===== config.mk =====
export PLATFORM = sky130hd
export DESIGN_NAME = dtlru_ctrl
export DESIGN_NICKNAME = d
export VERILOG_FILES = /design/src/design/dtlru_pkg.sv /design/src/design/dtlru_ctrl.sv
export VERILOG_INCLUDE_DIRS = /design/src /design/src/design
export SDC_FILE = /design/constraint.sdc
export NUM_CORES = 1
export LEC_CHECK = 0
export BUFFER_PORTS_ARGS = -buffer_cell sky130_fd_sc_hd__buf_2
export CORE_AREA = 2 2 39 41
export DETAILED_ROUTE_END_ITERATION = 8
export DIE_AREA = 0 0 41 43
export PLACE_DENSITY = 0.5
export SYNTH_ARGS = -nofsm -noshare
export SYNTH_HDL_FRONTEND = slang
export SYNTH_SLANG_ARGS = --single-unit

===== constraint.sdc =====
create_clock -name clk -period 1.2 [get_ports clk]
set_input_delay 0.18 -clock clk [delete_from_list [all_inputs] [get_ports clk]]
set_output_delay 0.18 -clock clk [all_outputs]
set_load 0.005 [all_outputs]

===== src/design/dual_tier_lru_eviction_lists_core_defines.svh =====
// Assertion macros shared by the dual tier LRU list modules.
`ifndef DUAL_TIER_LRU_EVICTION_LISTS_CORE_DEFINES_SVH
`define DUAL_TIER_LRU_EVICTION_LISTS_CORE_DEFINES_SVH

// Condition that must hold at every clock edge outside reset.
`define DTL_ASSERT_ALWAYS(label, expr, msg) \
    label: assert property (@(posedge clk) disable iff (!rst_n) (expr)) else $error(msg);

// Same-cycle implication.
`define DTL_ASSERT_IMPL(label, ante, cons, msg) \
    label: assert property (@(posedge clk) disable iff (!rst_n) (ante) |-> (cons)) \
        else $error(msg);

// Next-cycle implication.
`define DTL_ASSERT_NEXT(label, ante, cons, msg) \
    label: assert property (@(posedge clk) disable iff (!rst_n) (ante) |=> (cons)) \
        else $error(msg);

`endif


===== src/design/dtlru_pkg.sv =====
// Shared types and constants for the dual tier LRU list block.
package dtlru_pkg;

    localparam int NODE_W          = 10;
    localparam int CMD_W           = 2;
    localparam int IN_USED         = CMD_W + NODE_W + 1;
    localparam int IN_W            = 16;
    localparam int OUT_USED        = 1 + 2 * (NODE_W + 1);
    localparam int OUT_W           = 24;
    localparam int DEF_NODE_COUNT  = 1024;

    localparam logic [CMD_W-1:0] CMD_WRITE  = 2'd0;
    localparam logic [CMD_W-1:0] CMD_READ   = 2'd1;
    localparam logic [CMD_W-1:0] CMD_REMOVE = 2'd2;

    typedef struct packed {
        logic              ok;
        logic [NODE_W-1:0] node;
    } link_t;

    typedef struct packed {
        logic clear;
        logic lookup;
        logic check;
        logic unlink;
        logic link_a;
        logic link_b;
        logic load_out;
    } ctl_t;

    typedef struct packed {
        logic clr_last;
        logic err;
        logic is_write;
        logic is_read;
        logic out_free;
    } sts_t;

endpackage


===== src/design/dtlru_ctrl.sv =====
// Controller: sequences clear pass, lookup, unlink, relink and result load.
`include "dual_tier_lru_eviction_lists_core_defines.svh"
module dtlru_ctrl (
    input  logic            clk,
    input  logic            rst_n,
    input  logic            in_valid,
    output logic            in_ready,
    input  dtlru_pkg::sts_t sts,
    output dtlru_pkg::ctl_t ctl
);
    import dtlru_pkg::*;

    localparam logic [2:0] S_CLEAR  = 3'd0;
    localparam logic [2:0] S_IDLE   = 3'd1;
    localparam logic [2:0] S_CHECK  = 3'd2;
    localparam logic [2:0] S_LINK_A = 3'd3;
    localparam logic [2:0] S_LINK_B = 3'd4;
    localparam logic [2:0] S_DONE   = 3'd5;

    logic [2:0] state_reg;
    logic [2:0] state_next;

    always_comb
    begin
        state_next = state_reg;
        ctl        = '0;
        in_ready   = 1'b0;
        case (state_reg)
            S_CLEAR:
            begin
                ctl.clear = 1'b1;
                if (sts.clr_last)
                    state_next = S_IDLE;
            end
            S_IDLE:
            begin
                in_ready = 1'b1;
                if (in_valid)
                begin
                    ctl.lookup = 1'b1;
                    state_next = S_CHECK;
                end
            end
            S_CHECK:
            begin
                ctl.check = 1'b1;
                if (sts.err)
                    state_next = S_DONE;
                else if (sts.is_write)
                begin
                    ctl.link_a = 1'b1;
                    state_next = S_LINK_B;
                end
                else
                begin
                    ctl.unlink = 1'b1;
                    state_next = sts.is_read ? S_LINK_A : S_DONE;
                end
            end
            S_LINK_A:
            begin
                ctl.link_a = 1'b1;
                state_next = S_LINK_B;
            end
            S_LINK_B:
            begin
                ctl.link_b = 1'b1;
                state_next = S_DONE;
            end
            S_DONE:
            begin
                if (sts.out_free)
                begin
                    ctl.load_out = 1'b1;
                    state_next   = S_IDLE;
                end
            end
            default:
            begin
                state_next = S_IDLE;
            end
        endcase
    end

    always_ff @(posedge clk or negedge rst_n)
    begin
        if (!rst_n)
            state_reg <= S_CLEAR;
        else
            state_reg <= state_next;
    end

    `DTL_ASSERT_NEXT(a_accept_to_check, in_valid && in_ready, state_reg == S_CHECK, "no check after transfer")
    `DTL_ASSERT_IMPL(a_link_b_order, ctl.link_b, $past(ctl.link_a), "relink out of order")
    `DTL_ASSERT_ALWAYS(a_one_update, !(ctl.unlink && ctl.link_a), "unlink and link overlap")

endmodule


==> flow_metrics.tcl <==
set metrics [dict create \
    routedWlPerCell_um 10.0 \
    viasPerCell 4.18 \
    ant_nets 0 \
    drc 0 \
    grt_max_degree 6 \
    layout_commonest_cell "buf_2" \
    pwr-share-seq_pct 19.0 \
    finClkSkew_ps 2.95 \
    max_freq_mhz 727 \
    final_cell_area_sq_um 502 \
    largest_register_ffs 3 \
    drive_gt1_share_pct 69.6 \
    syn_nets 35 \
    htree_levels 1 \
    hp-class "input pin to flip-flop" \
    p_total_mw 1.10 \
    ys_ff_latch 3 \
    rsz0062_at_grt "yes" \
    clock_path_buffers 2 \
    cts_sinks 3 \
    violations "negative setup slack" \
    die_h_um 43 \
    initial_utilization_pct 17.1 \
    hpwl_um 552 \
    nets 65 \
    cts_buffers 3 \
    crit_path_start_kind "flip-flop" \
    crit_type "flip-flop to primary output" \
    num_vias 301 \
    synth_cells 27 \
    die_area_sq_um 1760 \
    diodes 0 \
    vdd_drop_max_v 0.00120 \
    n_fill_cell 150 \
    clk_latency_ps 240 \
    crit_fanout 4 \
    drt_iter0_drc 11 \
    syn-cell-area_sq_um 236 \
    syn2layout_area_growth_pct 112 \
    core-area_sq_um 1380 \
    status "complete, but fails checks" \
    wl_um 723 \
    worst-endpoint-required_ps 1020 \
    setup_ws_ps -175 \
    relSlewSlack_pct 81.6 \
    grtUsageTotal_pct 11.1 \
    grt_pass1_vias 274 \
    clkPwrFrac_pct 17.1 \
    worst_setup_path_end_kind "primary output" \
    slew_viol_final 0 \
    synth_seq_area_share_pct 31.7 \
    finalSetupTns_ps -1160 \
    drv_cap 0 \
    switching_share_pct 33.8 \
    antenna_found_initial 0 \
    drtPass1Iterations 4 \
    cts_tree "built" \
    path_clk_slew_ps 40 \
    io_pins 16 \
    cell_internal_pwr_mw 0.727 \
    worst_slew_pin_slew_ps 272 \
    p_per_area_nw_per_um2 2190 \
    dp_worst_setup_slack_ps -38.5 \
    setup_viol 10 \
    place.gp.congestion 0.768 \
    dpl_cell_area_sq_um 398 \
    period_share_pct 115 \
    synth_area_per_cell_sq_um 8.76 \
    grt_overflow 0 \
    ys_types 18 \
    period_minus_slack_ps 1380 \
    power.switching_mw 0.371 \
    power.leakage_nw 0.249 \
    critical_path_arrival_ps 1200 \
    yosysWarnings 0 \
    rows 14 \
    grt_first_pass_wirelength_um 1190 \
    hold_viol 0 \
    root_buffer "clkbuf_4" \
    io_buffers 15 \
    die-width_um 41 \
    pwr-share-comb_pct 63.8 \
    layout_common_cells "15 x buf_2, 7 x buf_4, 5 x buf_6" \
]
## stage by stage
| step | std cells | hold WS, ps | utilization [%] |
|---|---|---|---|
| after global routing | 72 | 247 | 36.3 |
| after detailed placement | 65 | -17.9 | 28.8 |
| after floorplan | 27 | -116 | - |
| final | 72 | 248 | 36.3 |
| after global placement | 65 | -16.9 | 28.8 |
| after CTS | 72 | 246 | 36.3 |
## critical path: stages (launching register included)
cell and delay (ps):
dfrtp_1 380, buf_6 130, nor3b_2 160, nor3b_2 170, buf_2 120
## cell usage after synthesis
cell type  count  area share (%)
o21a_1         1             3.2
a22o_1         1             3.7
nor3b_1        3             9.5
dfrtp_1        3              32
buf_2          2             4.2
a221o_1        1             4.2
o21ba_1        1             4.2
nand2b_1       2             5.3
nand3b_1       1             3.2
o21bai_1       1             3.2
a21oi_1        1             2.1
nand2_1        1             1.6
nor2_1         3             4.8
clkbuf_1       1             1.6
nor2b_1        2             5.3
nor4bb_1       1             4.2
or4b_4         1             5.8
nor3_1         1             2.1
## layer usage
| metal | track usage [%] | part of all wire (%) | vias up | routed length (um) |
|---|---|---|---|---|
| li1 | - | - | 154 | - |
| met5 | 0 | 0 | - | 0 |
| met4 | 6.00 | 0 | 0 | 0 |
| met2 | 13.1 | 48 | 9 | 347 |
| met1 | 14.2 | 45 | 138 | 325 |
| met3 | 7.85 | 6.9 | 0 | 50 |
## repair_timing
| action | in CTS | in global routing |
|---|---|---|
| hold endpoints to repair | 3 | 0 |
| hold buffers | 1 | 0 |
| setup buffers | 2 | 0 |
| pin swaps | 3 | 0 |
| resized for setup | 13 | 0 |
| endpoints found under the setup margin | 10 | 10 |
## worst paths after layout
check / slack, ps / cells past startpoint / startpoint / end
worst min-delay path: 250 / 3 / sts[2] / state_reg[1]$_DFFE_PN0P_
max in group asynchronous: 810 / 2 / rst_n / state_reg[1]$_DFFE_PN0P_
worst max-delay path: -180 / 4 / state_reg[0]$_DFFE_PN0P_ / ctl[3]
min in group asynchronous: 270 / 2 / rst_n / state_reg[2]$_DFFE_PN0P_
worst max register to register: -140 / 3 / state_reg[0]$_DFFE_PN0P_ / state_reg[2]$_DFFE_PN0P_
worst min register to register: 650 / 2 / state_reg[0]$_DFFE_PN0P_ / state_reg[0]$_DFFE_PN0P_
## logic make-up after synthesis
| logic type | share of synthesized area (%) |
|---|---|
| AND/OR/NAND/NOR | 41.8 |
| AO/OA/AOI/OAI | 20.6 |
| buffers and inverters | 5.82 |
| flip-flops | 31.7 |
## power by group through the flow
stage / Sequential [mW] / Clock [mW] / Combinational, mW
3_3_place_gp: 0.197 / 0 / 0.541
4_1_cts: 0.209 / 0.192 / 0.709
6_report: 0.209 / 0.188 / 0.701
5_1_grt: 0.220 / 0.207 / 0.764
2_1_floorplan: 0.158 / 0 / 0.297
3_5_place_dp: 0.201 / 0 / 0.538
## cell type report
cell class | count | area (sq um) | share of cell area (%)
tap | 16 | 20.0 | 3.99
sequential | 3 | 77.6 | 15.5
timing repair buffer | 28 | 194 | 38.7
multi-input combinational | 21 | 184 | 36.7
clock buffer | 4 | 26.3 | 5.24
Power figures use the tool's default switching activity.
